<file path="config.mk">
export PLATFORM = sky130hd
export DESIGN_NAME = epoch_to_calendar_date_flat
export DESIGN_NICKNAME = d
export VERILOG_FILES = /design/src/rtl/core/etcd_pkg.sv /design/src/rtl/core/etcd_if.sv /design/src/rtl/core/etcd_sub.sv /design/src/rtl/core/etcd_seq.sv /design/src/rtl/core/epoch_to_calendar_date.sv /design/src/flat_wrapper.sv
export VERILOG_INCLUDE_DIRS = /design/src /design/src/rtl/core
export SDC_FILE = /design/constraint.sdc
export NUM_CORES = 1
export LEC_CHECK = 0
export BUFFER_PORTS_ARGS = -buffer_cell sky130_fd_sc_hd__buf_4
export CORE_MARGIN = 5
export CORE_UTILIZATION = 55
export DETAILED_ROUTE_END_ITERATION = 7
export GPL_ROUTABILITY_DRIVEN = 0
export PLACE_DENSITY_LB_ADDON = 0.3
export SETUP_SLACK_MARGIN = 0.1
export SYNTH_ARGS = -nofsm -noshare
export SYNTH_HDL_FRONTEND = slang
export SYNTH_SLANG_ARGS = --single-unit
</file>
<file path="constraint.sdc">
create_clock -name i_clk -period 11.2 [get_ports i_clk]
set_input_delay 2.8 -clock i_clk [delete_from_list [all_inputs] [get_ports i_clk]]
set_output_delay 2.8 -clock i_clk [all_outputs]
set_load 0.03 [all_outputs]
</file>
<file path="src/rtl/core/epoch_to_calendar_date_assert.svh">
// Assertion helpers used by the conversion sequencer.
`ifndef EPOCH_TO_CALENDAR_DATE_ASSERT_SVH
`define EPOCH_TO_CALENDAR_DATE_ASSERT_SVH

// Same-cycle implication, held off while reset is asserted.
`define ETCD_ASSERT_NOW(label, clk, rst_n, ante, cons) \
    label: assert property (@(posedge clk) disable iff (!(rst_n)) (ante) |-> (cons)) \
        else $error("etcd: same-cycle check failed");

// Next-cycle implication, held off while reset is asserted.
`define ETCD_ASSERT_NEXT(label, clk, rst_n, ante, cons) \
    label: assert property (@(posedge clk) disable iff (!(rst_n)) (ante) |=> (cons)) \
        else $error("etcd: next-cycle check failed");

`endif

</file>
<file path="src/rtl/core/etcd_pkg.sv">
`timescale 1ns / 1ps

package etcd_pkg;

    localparam int EPOCH_W   = 32;
    localparam int OFFSET_W  = 17;
    localparam int DAYS_W    = 16;
    localparam int SUM_W     = EPOCH_W + 2;

    localparam logic [EPOCH_W-1:0] SECS_PER_DAY  = 32'd86400;
    localparam logic [EPOCH_W-1:0] SECS_PER_HOUR = 32'd3600;
    localparam logic [EPOCH_W-1:0] SECS_PER_MIN  = 32'd60;

    localparam logic [3:0] DAY_STEPS  = 4'd15;
    localparam logic [3:0] HOUR_STEPS = 4'd4;
    localparam logic [3:0] MIN_STEPS  = 4'd5;

    // 1970 relative to 1900, and its residues for the leap rules
    localparam logic [7:0] EPOCH_YEAR_REL = 8'd70;
    localparam logic [1:0] EPOCH_MOD4     = 2'd2;
    localparam logic [6:0] EPOCH_MOD100   = 7'd70;
    localparam logic [8:0] EPOCH_MOD400   = 9'd370;
    localparam logic [2:0] EPOCH_WEEKDAY  = 3'd4;

    localparam logic [3:0] MONTH_FEB = 4'd1;

    typedef struct packed {
        logic [5:0] second;
        logic [5:0] minute;
        logic [4:0] hour;
        logic [4:0] day_of_month;
        logic [3:0] month_index;
        logic [7:0] years_since_1900;
        logic [8:0] day_of_year;
        logic [2:0] weekday;
        logic       range_error;
    } t_result;

    function automatic logic [4:0] month_len(input logic [3:0] month, input logic leap);
        logic [4:0] len;
        case (month) inside
            MONTH_FEB: len = leap ? 5'd29 : 5'd28;
            4'd3, 4'd5, 4'd8, 4'd10: len = 5'd30;
            default: len = 5'd31;
        endcase
        return len;
    endfunction

    // Residue mod 7 by folding octal digits (8 is 1 mod 7).
    function automatic logic [2:0] mod7(input logic [DAYS_W:0] v);
        logic [5:0] f1;
        logic [3:0] f2;
        f1 = {3'b0, v[2:0]} + {3'b0, v[5:3]} + {3'b0, v[8:6]} + {3'b0, v[11:9]}
           + {3'b0, v[14:12]} + {4'b0, v[16:15]};
        f2 = {1'b0, f1[2:0]} + {1'b0, f1[5:3]};
        if (f2 >= 4'd7) begin
            f2 = f2 - 4'd7;
        end
        return f2[2:0];
    endfunction

endpackage

</file>
<file path="src/rtl/core/etcd_if.sv">
`timescale 1ns / 1ps

interface etcd_if;
    logic        valid;
    logic        ready;
    logic        func;
    logic [31:0] epoch_seconds;

    modport source(output valid, output func, output epoch_seconds, input ready);
    modport sink(input valid, input func, input epoch_seconds, output ready);
endinterface

interface etcd_out_if;
    logic       valid;
    logic       ready;
    logic [5:0] second;
    logic [5:0] minute;
    logic [4:0] hour;
    logic [4:0] day_of_month;
    logic [3:0] month_index;
    logic [7:0] years_since_1900;
    logic [8:0] day_of_year;
    logic [2:0] weekday;
    logic       range_error;

    modport source(output valid, output second, output minute, output hour,
                   output day_of_month, output month_index, output years_since_1900,
                   output day_of_year, output weekday, output range_error, input ready);
    modport sink(input valid, input second, input minute, input hour,
                 input day_of_month, input month_index, input years_since_1900,
                 input day_of_year, input weekday, input range_error, output ready);
endinterface

</file>
<file path="src/rtl/core/etcd_sub.sv">
`timescale 1ns / 1ps

// Shared subtract and compare: diff = a - b, ge when a >= b.
module etcd_sub (
    input  logic [31:0] i_a,
    input  logic [31:0] i_b,
    output logic [31:0] o_diff,
    output logic        o_ge
);
    logic [32:0] w_full;

    assign w_full = {1'b0, i_a} - {1'b0, i_b};
    assign o_diff = w_full[31:0];
    assign o_ge   = ~w_full[32];
endmodule

</file>
<file path="src/rtl/core/etcd_seq.sv">
`timescale 1ns / 1ps
`include "epoch_to_calendar_date_assert.svh"

module etcd_seq (
    input  logic                    i_clk,
    input  logic                    i_rst_n,
    input  logic                    i_start,
    input  logic                    i_func,
    input  logic [31:0]             i_epoch_seconds,
    input  logic [16:0]             i_offset,
    input  logic                    i_take,
    output logic                    o_ready,
    output logic                    o_done,
    output etcd_pkg::t_result       o_result
);
    typedef enum logic [2:0] {
        S_IDLE, S_DAY, S_HOUR, S_MIN, S_WDAY, S_YEAR, S_MONTH, S_DONE
    } t_state;

    t_state      r_state, n_state;
    logic [3:0]  r_step, n_step;
    logic [31:0] r_rem, n_rem;
    logic [15:0] r_days, n_days;
    logic [4:0]  r_hour, n_hour;
    logic [5:0]  r_minute, n_minute;
    logic [2:0]  r_wday, n_wday;
    logic [7:0]  r_year, n_year;
    logic [1:0]  r_c4, n_c4;
    logic [6:0]  r_c100, n_c100;
    logic [8:0]  r_c400, n_c400;
    logic [3:0]  r_month, n_month;
    logic [8:0]  r_yday, n_yday;
    logic        r_err, n_err;

    logic [etcd_pkg::SUM_W-1:0] w_sum;
    logic [31:0] w_base, w_a, w_b, w_diff;
    logic        w_ge, w_leap;
    logic        w_date_ok, w_err_clear;

    assign w_sum = {2'b00, i_epoch_seconds}
                 + (i_func ? {{(etcd_pkg::SUM_W - etcd_pkg::OFFSET_W){i_offset[16]}}, i_offset}
                           : '0);

    assign w_leap = ((r_c4 == 2'd0) && (r_c100 != 7'd0)) || (r_c400 == 9'd0);

    always_comb begin
        w_base = '0;
        unique case (r_state)
            S_DAY:   w_base = etcd_pkg::SECS_PER_DAY;
            S_HOUR:  w_base = etcd_pkg::SECS_PER_HOUR;
            S_MIN:   w_base = etcd_pkg::SECS_PER_MIN;
            default: w_base = '0;
        endcase
    end

    always_comb begin
        w_a = r_rem;
        w_b = w_base << r_step;
        if (r_state == S_YEAR) begin
            w_a = {16'b0, r_days};
            w_b = w_leap ? 32'd366 : 32'd365;
        end else if (r_state == S_MONTH) begin
            w_a = {16'b0, r_days};
            w_b = {27'b0, etcd_pkg::month_len(r_month, w_leap)};
        end
    end

    etcd_sub u_sub (
        .i_a    (w_a),
        .i_b    (w_b),
        .o_diff (w_diff),
        .o_ge   (w_ge)
    );

    always_comb begin
        n_state  = r_state;
        n_step   = r_step;
        n_rem    = r_rem;
        n_days   = r_days;
        n_hour   = r_hour;
        n_minute = r_minute;
        n_wday   = r_wday;
        n_year   = r_year;
        n_c4     = r_c4;
        n_c100   = r_c100;
        n_c400   = r_c400;
        n_month  = r_month;
        n_yday   = r_yday;
        n_err    = r_err;
        unique case (r_state) inside
            S_IDLE: begin
                if (i_start) begin
                    n_err    = w_sum[33] | w_sum[32];
                    n_rem    = w_sum[31:0];
                    n_step   = etcd_pkg::DAY_STEPS;
                    n_days   = '0;
                    n_hour   = '0;
                    n_minute = '0;
                    n_year   = etcd_pkg::EPOCH_YEAR_REL;
                    n_c4     = etcd_pkg::EPOCH_MOD4;
                    n_c100   = etcd_pkg::EPOCH_MOD100;
                    n_c400   = etcd_pkg::EPOCH_MOD400;
                    n_month  = '0;
                    n_state  = (w_sum[33] | w_sum[32]) ? S_DONE : S_DAY;
                end
            end
            S_DAY, S_HOUR, S_MIN: begin
                if (w_ge) begin
                    n_rem = w_diff;
                end
                if (r_state == S_DAY) begin
                    n_days = {r_days[14:0], w_ge};
                end else if (r_state == S_HOUR) begin
                    n_hour = {r_hour[3:0], w_ge};
                end else begin
                    n_minute = {r_minute[4:0], w_ge};
                end
                n_step = r_step - 4'd1;
                if (r_step == 4'd0) begin
                    if (r_state == S_DAY) begin
                        n_state = S_HOUR;
                        n_step  = etcd_pkg::HOUR_STEPS;
                    end else if (r_state == S_HOUR) begin
                        n_state = S_MIN;
                        n_step  = etcd_pkg::MIN_STEPS;
                    end else begin
                        n_state = S_WDAY;
                    end
                end
            end
            S_WDAY: begin
                n_wday  = etcd_pkg::mod7({1'b0, r_days} + {14'b0, etcd_pkg::EPOCH_WEEKDAY});
                n_state = S_YEAR;
            end
            S_YEAR: begin
                if (w_ge) begin
                    n_days = w_diff[15:0];
                    n_year = r_year + 8'd1;
                    n_c4   = r_c4 + 2'd1;
                    n_c100 = (r_c100 == 7'd99)  ? 7'd0 : r_c100 + 7'd1;
                    n_c400 = (r_c400 == 9'd399) ? 9'd0 : r_c400 + 9'd1;
                end else begin
                    n_yday  = r_days[8:0];
                    n_state = S_MONTH;
                end
            end
            S_MONTH: begin
                if (w_ge) begin
                    n_days  = w_diff[15:0];
                    n_month = r_month + 4'd1;
                end else begin
                    n_state = S_DONE;
                end
            end
            S_DONE: begin
                if (i_take) begin
                    n_state = S_IDLE;
                end
            end
            default: n_state = S_IDLE;
        endcase
    end

    always_ff @(posedge i_clk) begin
        if (!i_rst_n) begin
            r_state <= S_IDLE;
        end else begin
            r_state <= n_state;
        end
        r_step   <= n_step;
        r_rem    <= n_rem;
        r_days   <= n_days;
        r_hour   <= n_hour;
        r_minute <= n_minute;
        r_wday   <= n_wday;
        r_year   <= n_year;
        r_c4     <= n_c4;
        r_c100   <= n_c100;
        r_c400   <= n_c400;
        r_month  <= n_month;
        r_yday   <= n_yday;
        r_err    <= n_err;
    end

    assign o_ready = (r_state == S_IDLE);
    assign o_done  = (r_state == S_DONE);

    always_comb begin
        o_result = '0;
        o_result.range_error = r_err;
        if (!r_err) begin
            o_result.second           = r_rem[5:0];
            o_result.minute           = r_minute;
            o_result.hour             = r_hour;
            o_result.day_of_month     = r_days[4:0] + 5'd1;
            o_result.month_index      = r_month;
            o_result.years_since_1900 = r_year;
            o_result.day_of_year      = r_yday;
            o_result.weekday          = r_wday;
        end
    end

    assign w_date_ok   = (r_month <= 4'd11) && (r_days < 16'd31) && (r_wday <= 3'd6);
    assign w_err_clear = (o_result.years_since_1900 == 8'd0) && (o_result.day_of_month == 5'd0);

    `ETCD_ASSERT_NOW(a_date_sane, i_clk, i_rst_n, o_done && !r_err, w_date_ok)
    `ETCD_ASSERT_NOW(a_err_zero, i_clk, i_rst_n, o_done && r_err, w_err_clear)
    `ETCD_ASSERT_NEXT(a_take_idle, i_clk, i_rst_n, o_done && i_take, r_state == S_IDLE)
    `ETCD_ASSERT_NOW(a_start_idle, i_clk, i_rst_n, i_start, r_state == S_IDLE)

endmodule

</file>
<file path="src/rtl/core/epoch_to_calendar_date.sv">
`timescale 1ns / 1ps
// Sequence: a range error goes straight to the done state; otherwise the
//   sequencer steps day, hour and minute bits, the weekday, Y years past 1970
//   (0..136) and M months (0..11) on the shared subtractor. A new beat is taken
//   only from idle, once the last result has passed to the output register.
// Reset: synchronous, active low; clears the sequencer, output valid and local_offset.
module epoch_to_calendar_date (
    input  logic               i_clk,
    input  logic               i_rst_n,
    input  logic               i_cfg_wr_en,
    input  logic signed [16:0] i_cfg_wr_data,
    etcd_if.sink               i_in,
    etcd_out_if.source         o_out
);
    // Signed local offset, sign-extended into the adjust adder when func is set.
    logic [16:0]       r_local_offset;
    etcd_pkg::t_result r_out;
    logic              r_out_valid;

    logic              w_seq_ready;
    logic              w_seq_done;
    logic              w_take;
    etcd_pkg::t_result w_seq_result;

    // Hand a finished result to the output register whenever that slot is free
    // or being drained this cycle, so the sequencer can take the next beat.
    assign w_take = w_seq_done && (!r_out_valid || o_out.ready);

    assign i_in.ready = w_seq_ready;

    etcd_seq u_seq (
        .i_clk           (i_clk),
        .i_rst_n         (i_rst_n),
        .i_start         (i_in.valid && w_seq_ready),
        .i_func          (i_in.func),
        .i_epoch_seconds (i_in.epoch_seconds),
        .i_offset        (r_local_offset),
        .i_take          (w_take),
        .o_ready         (w_seq_ready),
        .o_done          (w_seq_done),
        .o_result        (w_seq_result)
    );

    always_ff @(posedge i_clk) begin
        if (!i_rst_n) begin
            r_local_offset <= '0;
        end else if (i_cfg_wr_en) begin
            // Hold the raw two's complement pattern.
            r_local_offset <= i_cfg_wr_data;
        end
    end

    always_ff @(posedge i_clk) begin
        if (!i_rst_n) begin
            r_out_valid <= 1'b0;
        end else if (w_take) begin
            r_out_valid <= 1'b1;
        end else if (o_out.ready) begin
            // Drop valid once the beat is taken.
            r_out_valid <= 1'b0;
        end
        if (w_take) begin
            r_out <= w_seq_result;
        end
    end

    assign o_out.valid            = r_out_valid;
    assign o_out.second           = r_out.second;
    assign o_out.minute           = r_out.minute;
    assign o_out.hour             = r_out.hour;
    assign o_out.day_of_month     = r_out.day_of_month;
    assign o_out.month_index      = r_out.month_index;
    assign o_out.years_since_1900 = r_out.years_since_1900;
    assign o_out.day_of_year      = r_out.day_of_year;
    assign o_out.weekday          = r_out.weekday;
    assign o_out.range_error      = r_out.range_error;

endmodule
</file>
<file path="src/flat_wrapper.sv">
// flat-port wrapper written by rule: the top's interface ports become plain ports
module epoch_to_calendar_date_flat 
  (i_clk, i_rst_n, i_cfg_wr_en, i_cfg_wr_data, i_in_valid, i_in_func, i_in_epoch_seconds, i_in_ready, o_out_valid, o_out_second, o_out_minute, o_out_hour, o_out_day_of_month, o_out_month_index, o_out_years_since_1900, o_out_day_of_year, o_out_weekday, o_out_range_error, o_out_ready);
  etcd_if i_in_i ();
  etcd_out_if o_out_i ();
  input  logic i_clk;
  input  logic i_rst_n;
  input  logic i_cfg_wr_en;
  input  logic signed [16:0] i_cfg_wr_data;
  input wire logic [$bits(i_in_i.valid)-1:0] i_in_valid;
  input wire logic [$bits(i_in_i.func)-1:0] i_in_func;
  input wire logic [$bits(i_in_i.epoch_seconds)-1:0] i_in_epoch_seconds;
  output wire logic [$bits(i_in_i.ready)-1:0] i_in_ready;
  output wire logic [$bits(o_out_i.valid)-1:0] o_out_valid;
  output wire logic [$bits(o_out_i.second)-1:0] o_out_second;
  output wire logic [$bits(o_out_i.minute)-1:0] o_out_minute;
  output wire logic [$bits(o_out_i.hour)-1:0] o_out_hour;
  output wire logic [$bits(o_out_i.day_of_month)-1:0] o_out_day_of_month;
  output wire logic [$bits(o_out_i.month_index)-1:0] o_out_month_index;
  output wire logic [$bits(o_out_i.years_since_1900)-1:0] o_out_years_since_1900;
  output wire logic [$bits(o_out_i.day_of_year)-1:0] o_out_day_of_year;
  output wire logic [$bits(o_out_i.weekday)-1:0] o_out_weekday;
  output wire logic [$bits(o_out_i.range_error)-1:0] o_out_range_error;
  input wire logic [$bits(o_out_i.ready)-1:0] o_out_ready;
  assign i_in_i.valid = i_in_valid;
  assign i_in_i.func = i_in_func;
  assign i_in_i.epoch_seconds = i_in_epoch_seconds;
  assign i_in_ready = i_in_i.ready;
  assign o_out_valid = o_out_i.valid;
  assign o_out_second = o_out_i.second;
  assign o_out_minute = o_out_i.minute;
  assign o_out_hour = o_out_i.hour;
  assign o_out_day_of_month = o_out_i.day_of_month;
  assign o_out_month_index = o_out_i.month_index;
  assign o_out_years_since_1900 = o_out_i.years_since_1900;
  assign o_out_day_of_year = o_out_i.day_of_year;
  assign o_out_weekday = o_out_i.weekday;
  assign o_out_range_error = o_out_i.range_error;
  assign o_out_i.ready = o_out_ready;
  epoch_to_calendar_date u_core (.i_clk(i_clk), .i_rst_n(i_rst_n), .i_cfg_wr_en(i_cfg_wr_en), .i_cfg_wr_data(i_cfg_wr_data), .i_in(i_in_i), .o_out(o_out_i));
endmodule
</file>
# After elaboration in Yosys (flattened, before gate mapping)
# Cells that the tools add are included.
# op_classes
addsub	17
multipliers	0
div	0
magnitude_cmp	1
eq_ne	27
n_shift	1
n_mux	59
bitwise_logic	2
reduce_logical	29
# op_table
operator	count
$mux W32	6
$pmux W32 S2	1
$pmux W17 S3	1
$mux W16	3
$pmux W16 S3	1
$add A32 B34 Y34	1
$mux W34	1
$sub A32 B32 Y33	1
$shl A32 B4 Y32	1
$mux W3	9
$mux W9	3
$mux W4	6
$ne A2 B2 Y1 const B	11
$mux W7	3
$mux W5	4
$mux W6	3
$pmux W3 S6	1
$pmux W9 S2	1
$add A16 B3 Y17 const B	1
$mux W8	2
$pmux W4 S2	2
$pmux W8 S2	1
$pmux W7 S2	1
$eq A3 B3 Y1 const B	4
other kinds (47)	68
# totals
ff_bits	174
latch_bits	0
ramBits	0
mem_bits_ro	0
in_bits	55
wordCells	161
memories	0

# Depth between registers and ports, before layout
# Gate-level depths: netlist (run 1).
# logic_depth
word_depth	12
ltp_mapped	21
ltp_nobuf	21

# Modules after synthesis
# A second synthesis (run 1) with hierarchy kept.
# unflattened
hier_cells	1423
area_unflattened_um2	12817.3
# by_module_without_submodules
mod	n_inst	cells_each	area_per_inst_um2	seq_area_each_um2
etcd_seq	1	1027	8774.7	3243.1
epoch_to_calendar_date	1	106	2109.5	1771.7
etcd_sub	1	290	1933.1	0.0

# Worst setup path before layout (run 1)
# No wires, ideal clock.
# synth_timing
path_type	flip-flop to flip-flop
from	register u_core.u_seq.r_state[0]
to	register u_core.u_seq.r_c100[0] (enable)
arrival_time_ns	5.370
required_time_ns	10.755
slack_ns	5.385
path_stages_with_launch	16
synth_period_minus_slack_ns	5.815
path_cell_list	dfxtp_1 > inv_1 > clkbuf_1 > nand2_1 > a21boi_1 > clkbuf_1 > mux2i_1 > ha_1 > fa_1 > nor2b_1 > o2111ai_1 > a311oi_1 > o211ai_1 > a2111oi_0 > o22ai_1 > o21ai_0
# synth_between
elab_chain_len	8
elab_cells_between_ends	18
# synth_rtl
element	line_no	text
start, declared	etcd_seq.sv:20	t_state r_state, n_state;
start signal, assigned	etcd_seq.sv:168	r_state <= n_state;
$eq A3 B2 Y1 or $eq A3 B1 Y1 (tied branches)	etcd_seq.sv:48	unique case (r_state)
$pmux W17 S3	etcd_seq.sv:48	
$shl A32 B4 Y32	etcd_seq.sv:58	w_b = w_base << r_step;
$mux W32	etcd_seq.sv:62	end else if (r_state == S_MONTH) begin
$mux W32	etcd_seq.sv:59	if (r_state == S_YEAR) begin
$sub A32 B32 Y33	etcd_sub.sv:12	assign w_full = {1'b0, i_a} - {1'b0, i_b};
$ne A2 B2 Y1 (no source line)	n/a	
$reduce_and A3 Y1 (no source line) (*)	n/a	
end signal, assigned	etcd_seq.sv:178	r_c100 <= n_c100;
end, declared	etcd_seq.sv:29	logic [6:0] r_c100, n_c100;
# Mark *: on every way between the ends. The rest lies on a longest branch, timed or not.
# A chain may end at the register's enable or synchronous reset.

# Worst setup path in the final report (run 1)
# layout_timing
from	register u_core.u_seq.r_state[0]
to	register u_core.u_seq.r_yday[1] (enable)
# layout_between
elab_chain_len	7
elab_cells_between_ends	13
# layout_rtl
element	line_no	text
$eq A3 B2 Y1 or $eq A3 B1 Y1 (tied branches)	etcd_seq.sv:48	
$pmux W17 S3	etcd_seq.sv:48	
$shl A32 B4 Y32	etcd_seq.sv:58	
$mux W32	etcd_seq.sv:62	
$mux W32	etcd_seq.sv:59	
$sub A32 B32 Y33	etcd_sub.sv:12	
$reduce_and A2 Y1 (no source line) (*)	n/a	
end signal, assigned	etcd_seq.sv:181	r_yday <= n_yday;
end, declared	etcd_seq.sv:32	logic [8:0] r_yday, n_yday;
# Marked as above.

==> key figures, run 1 <==
Run status
  – Status: complete, no violations

Timing
  – Max frequency: around 0.17 GHz
  – RSZ-0062 raised after global routing: false
  – Worst rel slew slack: a little under two fifths
  – Period utilization: a little over half
  – PnR worst setup slack: about 5.3 ns
  – Worst Max-Slew Pin Slew: 0.925 ns
  – Period minus WS final: approximately 6 ns
  – TNS Setup: 0 ns
  – Hold Vio Cnt, Final: 0
  – Final setup viols: 0
  – Final slew viol count: 0
  – Clock skew: around 0.0099 ns

Job
  – Max-Cap Viols: 0

Global routing
  – Largest net degree at the start of global routing: 56
  – Initial antenna violation count: 0
  – Vias in the first global route: around 9500
  – Total Routing Usage GR: between 20% and 30%
  – First-pass GRT wire length: about 46000 um
  – Gr ovfl total: 0

CTS
  – Root buf cell: clkbuf_16
  – Hold-fix buffers, CTS: 0
  – CTS tree: done
  – # Post-CTS Setup Buffers: 0
  – H-tree Lvls: 4
  – CTS max path bufs: 2
  – Num Clock Sinks: around 170
  – Clock Latency Late Sink: 0.43 ns
  – Num CTS Buffers: 17
  – Post_cts resized: 0
  – Clock transition at path regs: approximately 0.070 ns

Placed design
  – DPL Wire Length: around 21000 um
  – Placed cell area: 13500 um2
  – Place WS: ~5.1 ns
  – Port buffer count: roughly 100

Worst setup path
  – Critical Path RT: roughly 11 ns
  – Worst Setup Path Type: flip-flop to flip-flop
  – Crit path capture type: flip-flop
  – Setup crit start kind: flip-flop
  – CP Data Arrival Time: ~6.0 ns
  – CP max FO: 24
  – FF-to-FF Start: u_core.u_seq.r_state[0]
  – Setup crit start: u_core.u_seq.r_state[0]

Layout
  – Share of post-route cells with drive strength above 1: 11.9%
  – # fillers: between 1500 and 2000
  – Fin area: between 10000 and 15000 um2
  – Area grow syn2layout: 12.6%
  – FF+latch area: around 5000 um2
  – Multi-input logic area: 7150 um2
  – Post-layout net count: ~1600
  – Ant diodes: 0

Yosys
  – Top_reg_cell synth: edfxtp_1
  – Seq cells post-synth: 174
  – Yosys synthesis warning count: 0
  – Post-synthesis sequential area ratio: around two fifths
  – Async set-or-reset flop fraction in the synthesized netlist: 0%
  – Post-Synthesis Cells: between 1000 and 1500
  – Syn Area/Cell: 9.22 um2
  – Mapped Area: about 13000 um2
  – Synth unique cells: 75
  – Number of flops mapped to enable cells by yosys: about 150
  – Mapped Nets: ~1500

Power
  – VDD IR max: 0.831 mV
  – Net Switching: 0.00221 W
  – Seq pwr share: 24.5%
  – Clock share of power: between 10% and 20%
  – Pwr/cell area: around 350 nW/um2
  – Combinational Power Share: around 64%
  – Sw Ratio: around 44%
  – P_int: about 0.0028 W
  – Cell leakage power: between 5 and 6 nW

Routing
  – First DRT Iteration DRCs: ~900
  – Post-Route WL: approximately 28000 um
  – 1st-pass router iterations: 6
  – Via count: between 10000 and 15000
  – Post-route ant nets: 0
  – DR WL/cell: between 15 and 20 um
  – DR vias/cell: just under 6
  – Number of remaining DRC errors: 0

Die
  – DIE HEIGHT: 161 um
  – Die ar.: roughly 26000 um2
  – Initial Utilization: between 50 and 60%
  – Boundary Pins: approximately 100
  – Core Region: ~23000 um2
  – DIE WIDTH: about 160 um
  – Core Rows: between 50 and 60

Min path
  – Hold path start: u_core.r_local_offset[14]
  – Type of the most critical hold path: flip-flop to flip-flop
[power by group through the flow]
stage / Combinational, W / Sequential (W) / Clock, W
after CTS: 0.00318 / 0.00122 / 0.000599
final: 0.00317 / 0.00122 / 0.000591
after global placement: 0.00301 / 0.00122 / 0
after global routing: 0.00358 / 0.00124 / 0.000630
after detailed placement: 0.00315 / 0.00123 / 0
after floorplan: 0.00253 / 0.00117 / 0
[synth_stat cells (4+ instances only)]
| library cell | instances | area share (%) |
|---|---|---|
| edfxtp_1 | 153 | 37 |
| nand2_1 | 139 | 4.2 |
| nor2_1 | 127 | 3.8 |
| a21oi_1 | 94 | 3.7 |
| ha_1 | 90 | 9.0 |
| o21ai_0 | 85 | 3.4 |
| clkbuf_1 | 58 | 1.7 |
| and2_1 | 50 | 2.5 |
| nor2b_1 | 50 | 2.5 |
| xor2_1 | 48 | 3.3 |
| inv_1 | 47 | 1.4 |
| xnor2_1 | 46 | 3.2 |
| a21o_1 | 40 | 2.4 |
| nand3_1 | 37 | 1.5 |
| mux2i_1 | 29 | 2.3 |
| nand2b_1 | 23 | 1.1 |
| nor3_1 | 23 | 0.92 |
| dfxtp_1 | 21 | 3.3 |
| and3_1 | 18 | 0.90 |
| a31oi_1 | 16 | 0.80 |
| nand4_1 | 15 | 0.75 |
| o211ai_1 | 12 | 0.72 |
| fa_1 | 10 | 1.6 |
| a211oi_1 | 7 | 0.42 |
| o21a_1 | 7 | 0.42 |
| a22oi_1 | 6 | 0.36 |
| buf_1 | 6 | 0.18 |
| o22ai_1 | 6 | 0.30 |
| a22o_1 | 5 | 0.35 |
| a31o_2 | 5 | 0.35 |
| o21bai_1 | 5 | 0.30 |
| or3_1 | 5 | 0.25 |
| and4_1 | 4 | 0.28 |
| nand3b_1 | 4 | 0.24 |
| nor4_1 | 4 | 0.20 |
[layout make-up]
class / instances / share of cell area [%]
well taps: 285 / 2.52
flip-flops and latches: 174 / 35.5
multi-input cells: 1075 / 50.6
inverters: 48 / 1.27
clock buffers: 17 / 3.01
clock inverters: 15 / 1.18
repair buffers: 113 / 6.00
[routing by layer]
layer  vias to the layer above  part of all wire (%)  global-route usage [%]
li1                       5051                     -                       -
met1                      4737                    46                    29.9
met2                       357                    46                    35.6
met3                        32                   6.0                    3.22
met4                         0                   1.7                    6.28
met5                         -                     0                       0
[worst max-delay path, cell delays in order (launching register included)]
cell	delay, ns
dfxtp_1	0.81
inv_1	0.37
nor2_1	0.70
a22oi_1	0.25
a211oi_1	0.48
a21oi_1	0.19
ha_1	0.41
a21o_1	0.21
a21o_1	0.17
a21oi_1	0.21
a21oi_1	0.10
or4_1	0.41
o22ai_1	0.41
inv_1	0.17
nor2_1	0.67
[kinds of logic (layout without fill, tap and decap cells)]
kind of cell / Yosys count / after routing / share of synthesized area [%]
xor+xnor: 94 / 94 / 6.55
compound gates: 337 / 337 / 17.0
flops: 174 / 174 / 39.9
mux: 31 / 31 / 2.49
simple gates: 513 / 513 / 20.0
fa+ha+maj: 100 / 100 / 10.6
buf+inv: 113 / 193 / 3.41
[flip-flops by register name (all words and copies together) (netlist names), 6 cells and up]
name and count:
u_core.u_seq.r_yday 9, u_core.u_seq.r_rem 32, u_core.o_out.minute 6, u_core.u_seq.r_year 8
u_core.o_out.years_since_1900 8, u_core.r_local_offset 17, u_core.u_seq.r_c100 7, u_core.o_out.day_of_year 9
u_core.u_seq.r_days 16, u_core.u_seq.r_c400 9, u_core.o_out.second 6, u_core.u_seq.r_minute 6
[worst paths after layout]
kind	slack (ns)	depth (start not counted)	to
setup / recovery	5.28	14	u_core.u_seq.r_yday[1]
hold / removal	0.48	2	u_core.r_local_offset[14]
setup reg to reg	5.28	14	u_core.u_seq.r_yday[1]
hold reg to reg	0.48	2	u_core.r_local_offset[14]
[metrics by stage]
stage	total power, W	std cells	utilization [%]	hold slack, ns
final	0.00499	1727	62.6	0.485
after global routing	0.00545	1727	62.6	0.516
after CTS	0.00499	1727	62.6	0.490
after detailed placement	0.00438	1695	60.0	0.473
after global placement	0.00424	1695	60.0	0.464
after floorplan	0.00370	1362	-	0.424
[placed cells by master (no fill, tap or decap), types with 7 or more instances in the layout]
| master | n |
|---|---|
| a211oi_1 | 7 |
| a21o_1 | 40 |
| a21oi_1 | 94 |
| a31oi_1 | 16 |
| and2_1 | 50 |
| and3_1 | 18 |
| buf_4 | 113 |
| clkbuf_16 | 17 |
| dfxtp_1 | 21 |
| edfxtp_1 | 153 |
| fa_1 | 10 |
| ha_1 | 90 |
| inv_1 | 47 |
| mux2i_1 | 29 |
| nand2_1 | 139 |
| nand2b_1 | 23 |
| nand3_1 | 37 |
| nand4_1 | 15 |
| nor2_1 | 125 |
| nor2b_1 | 50 |
| nor3_1 | 23 |
| o211ai_1 | 12 |
| o21a_1 | 7 |
| o21ai_0 | 82 |
| xnor2_1 | 46 |
| xor2_1 | 48 |
(Power assumes the default switching activity.)
==> inputs of run 2 (changes only) <==
Clock period 11.2 ns to 5.7 ns, I/O delays scaled along.
==> run 2 against run 1 <==
Against the previous run: via count grew 2.1%; utilization is 1.1 points higher; sequential power up 92%; die area unchanged; global-route usage is 0.92 points higher; first-iteration DRC count decreased by 1.2%; count of clock-buffer cells in the layout grew 1; worst setup slack got worse by 4.9 ns; register-to-register slack worse by 4.9 ns.
==> key figures, run 2 (synthesized netlist as in run 1, its figures left out) <==
Run status
  – Status: complete, no violations

Layout
  – Most frequent cells in the layout: 153 x edfxtp_1, 146 x buf_4, 139 x nand2_1
  – Area grow syn2layout: 14.6%
  – Largest register FFs: 32
  – # fillers: ~1900
  – Ant diodes: 0
  – Commonest non-fill, non-tap cell in the layout: edfxtp_1
  – Share of post-route cells with drive strength above 1: ~14%
  – Most flop-heavy register: u_core.u_seq.r_rem
  – Post-layout net count: 1619
  – Top Registers: u_core.u_seq.r_rem: 32 flops, u_core.r_local_offset: 17 flops, u_core.u_seq.r_days: 16 flops

Routing
  – DR vias/cell: ~5.9
  – DR WL/cell: 16.8 um
  – Number of remaining DRC errors: 0
  – Post-Route WL: about 30000 um
  – Post-route ant nets: 0
  – 1st-pass router iterations: 6
  – Via count: 10400
  – First DRT Iteration DRCs: slightly below 900

CTS
  – Clock transition at path regs: roughly 0.07 ns
  – Root buf cell: clkbuf_16
  – H-tree Lvls: 4
  – Clock Latency Late Sink: between 0.4 and 0.5 ns
  – Num Clock Sinks: 174
  – Num CTS Buffers: 17
  – Hold-fix buffers, CTS: 0
  – CTS tree: done
  – CTS max path bufs: 2

Timing
  – TNS Setup: 0 ns
  – Final setup viols: 0
  – Period utilization: 93.9%
  – PnR worst setup slack: 0.346 ns
  – Hold Vio Cnt, Final: 0
  – RSZ-0062 raised after global routing: false
  – Worst Max-Slew Pin Slew: around 0.85 ns
  – Period minus WS final: ~5.4 ns
  – Max frequency: 0.187 GHz
  – Clock skew: 0.0152 ns
  – Final slew viol count: 0
  – Worst rel slew slack: between 40% and 50%

Power
  – Sw Ratio: approximately 44%
  – Pwr/cell area: 699 nW/um2
  – Combinational Power Share: about 66%
  – P_int: approximately 0.0056 W
  – Cell leakage power: 5.98 nW
  – Seq pwr share: between 20% and 30%
  – Clock share of power: between 10% and 20%
  – Net Switching: ~0.0044 W
  – VDD IR max: ~1.6 mV

Placed design
  – Port buffer count: around 100
  – Place WS: 0.220 ns
  – DPL Wire Length: ~22000 um

Worst setup path
  – Worst path slowest cell: fa_1
  – CP Data Arrival Time: 5.54 ns
  – Critical-path cell list: ha_2, and3_1, xor2_1, fa_1, xnor2_1, ha_1, xnor2_1, ha_1, ha_1, fa_1, a21o_1, a21oi_1, xnor2_1, inv_1, fa_1, inv_1, ha_1, a21oi_2, mux2_2
  – Worst Setup Path Type: flip-flop to flip-flop
  – Crit path capture type: flip-flop
  – Setup crit start kind: flip-flop
  – Family with the most delay on the worst path: adder cells
  – R2r worst-path depth: 19
  – Critical Path RT: just under 6 ns
  – Slowest stage delay, CP: about 0.50 ns
  – Cell mode on critical path: ha_1
  – CP max FO: 5
  – Critical Path Stages: 19
  – Worst path bufs/invs: 2

Global routing
  – Largest net degree at the start of global routing: 48
  – First-pass GRT wire length: a little under 50000 um
  – Total Routing Usage GR: about 23%
  – Initial antenna violation count: 0
  – Gr ovfl total: 0
  – Vias in the first global route: approximately 10000

Die
  – DIE WIDTH: about 160 um
  – Initial Utilization: 55.7%
  – Boundary Pins: around 100
  – DIE HEIGHT: approximately 160 um
  – Die ar.: around 26000 um2
  – Core Region: ~23000 um2
  – Core Rows: 55

Min path
  – Hold Path Depth: 2
  – Type of the most critical hold path: flip-flop to flip-flop

Job
  – Max-Cap Viols: 0
==> run 2: what timing repair did <==
item,CTS,global route
resized for setup,0,3
setup endpoints to repair,0,2
setup buffers,0,12
endpoints found under the hold margin,0,0
==> run 2: worst paths after layout <==
| check | startpoint | end | slack [ns] |
|---|---|---|---|
| worst max register to register | u_core.u_seq.r_days[3] | u_core.u_seq.r_wday[1] | 0.35 |
| worst max-delay path | u_core.u_seq.r_days[3] | u_core.u_seq.r_wday[1] | 0.35 |
| worst min-delay path | u_core.r_local_offset[6] | u_core.r_local_offset[6] | 0.49 |
| worst min register to register | u_core.r_local_offset[6] | u_core.r_local_offset[6] | 0.49 |
==> run 2: metrics by stage <==
step           util [%]  power [W]  instance area, um2  hold slack [ns]  cells
2_1_floorplan         -    0.00727               12600            0.424   1362
4_1_cts            63.3    0.00987               14300            0.493   1750
3_3_place_gp       60.9    0.00842               13700            0.463   1718
6_report           63.8     0.0101               14400            0.488   1762
5_1_grt            63.8     0.0110               14400            0.511   1762
3_5_place_dp       60.9    0.00867               13700            0.475   1718
==> run 2: final cells by class <==
class	count	area [um2]	area share (%)
flip-flops and latches	174	5010	34.8
repair buffers	148	1140	7.89
clock inverters	14	130	0.904
inverters	48	180	1.25
well taps	285	357	2.48
multi-input cells	1075	7150	49.7
clock buffers	18	429	2.98
==> run 2: routing by layer <==
layer  global-route usage (%)  share of wire, %  vias to the layer above
li1                         -                 -                     5126
met1                     30.9                45                     4820
met2                     36.7                46                      401
met3                     3.90               6.6                       45
met4                     7.33               2.3                        0
met5                        0                 0                        -
==> run 2: power groups by stage <==
stage                     sequential, W  combinational, W  clock [W]
final                           0.00234           0.00659    0.00112
after global placement          0.00235           0.00606          0
after floorplan                 0.00229           0.00498          0
after detailed placement        0.00237           0.00630          0
after CTS                       0.00234           0.00639    0.00114
after global routing            0.00238           0.00741    0.00119
==> run 2: worst min-delay path, stage by stage (launching register included) <==
cell     delay (ns)
dfxtp_1        0.32
mux2i_1        0.06
nor2_1         0.07
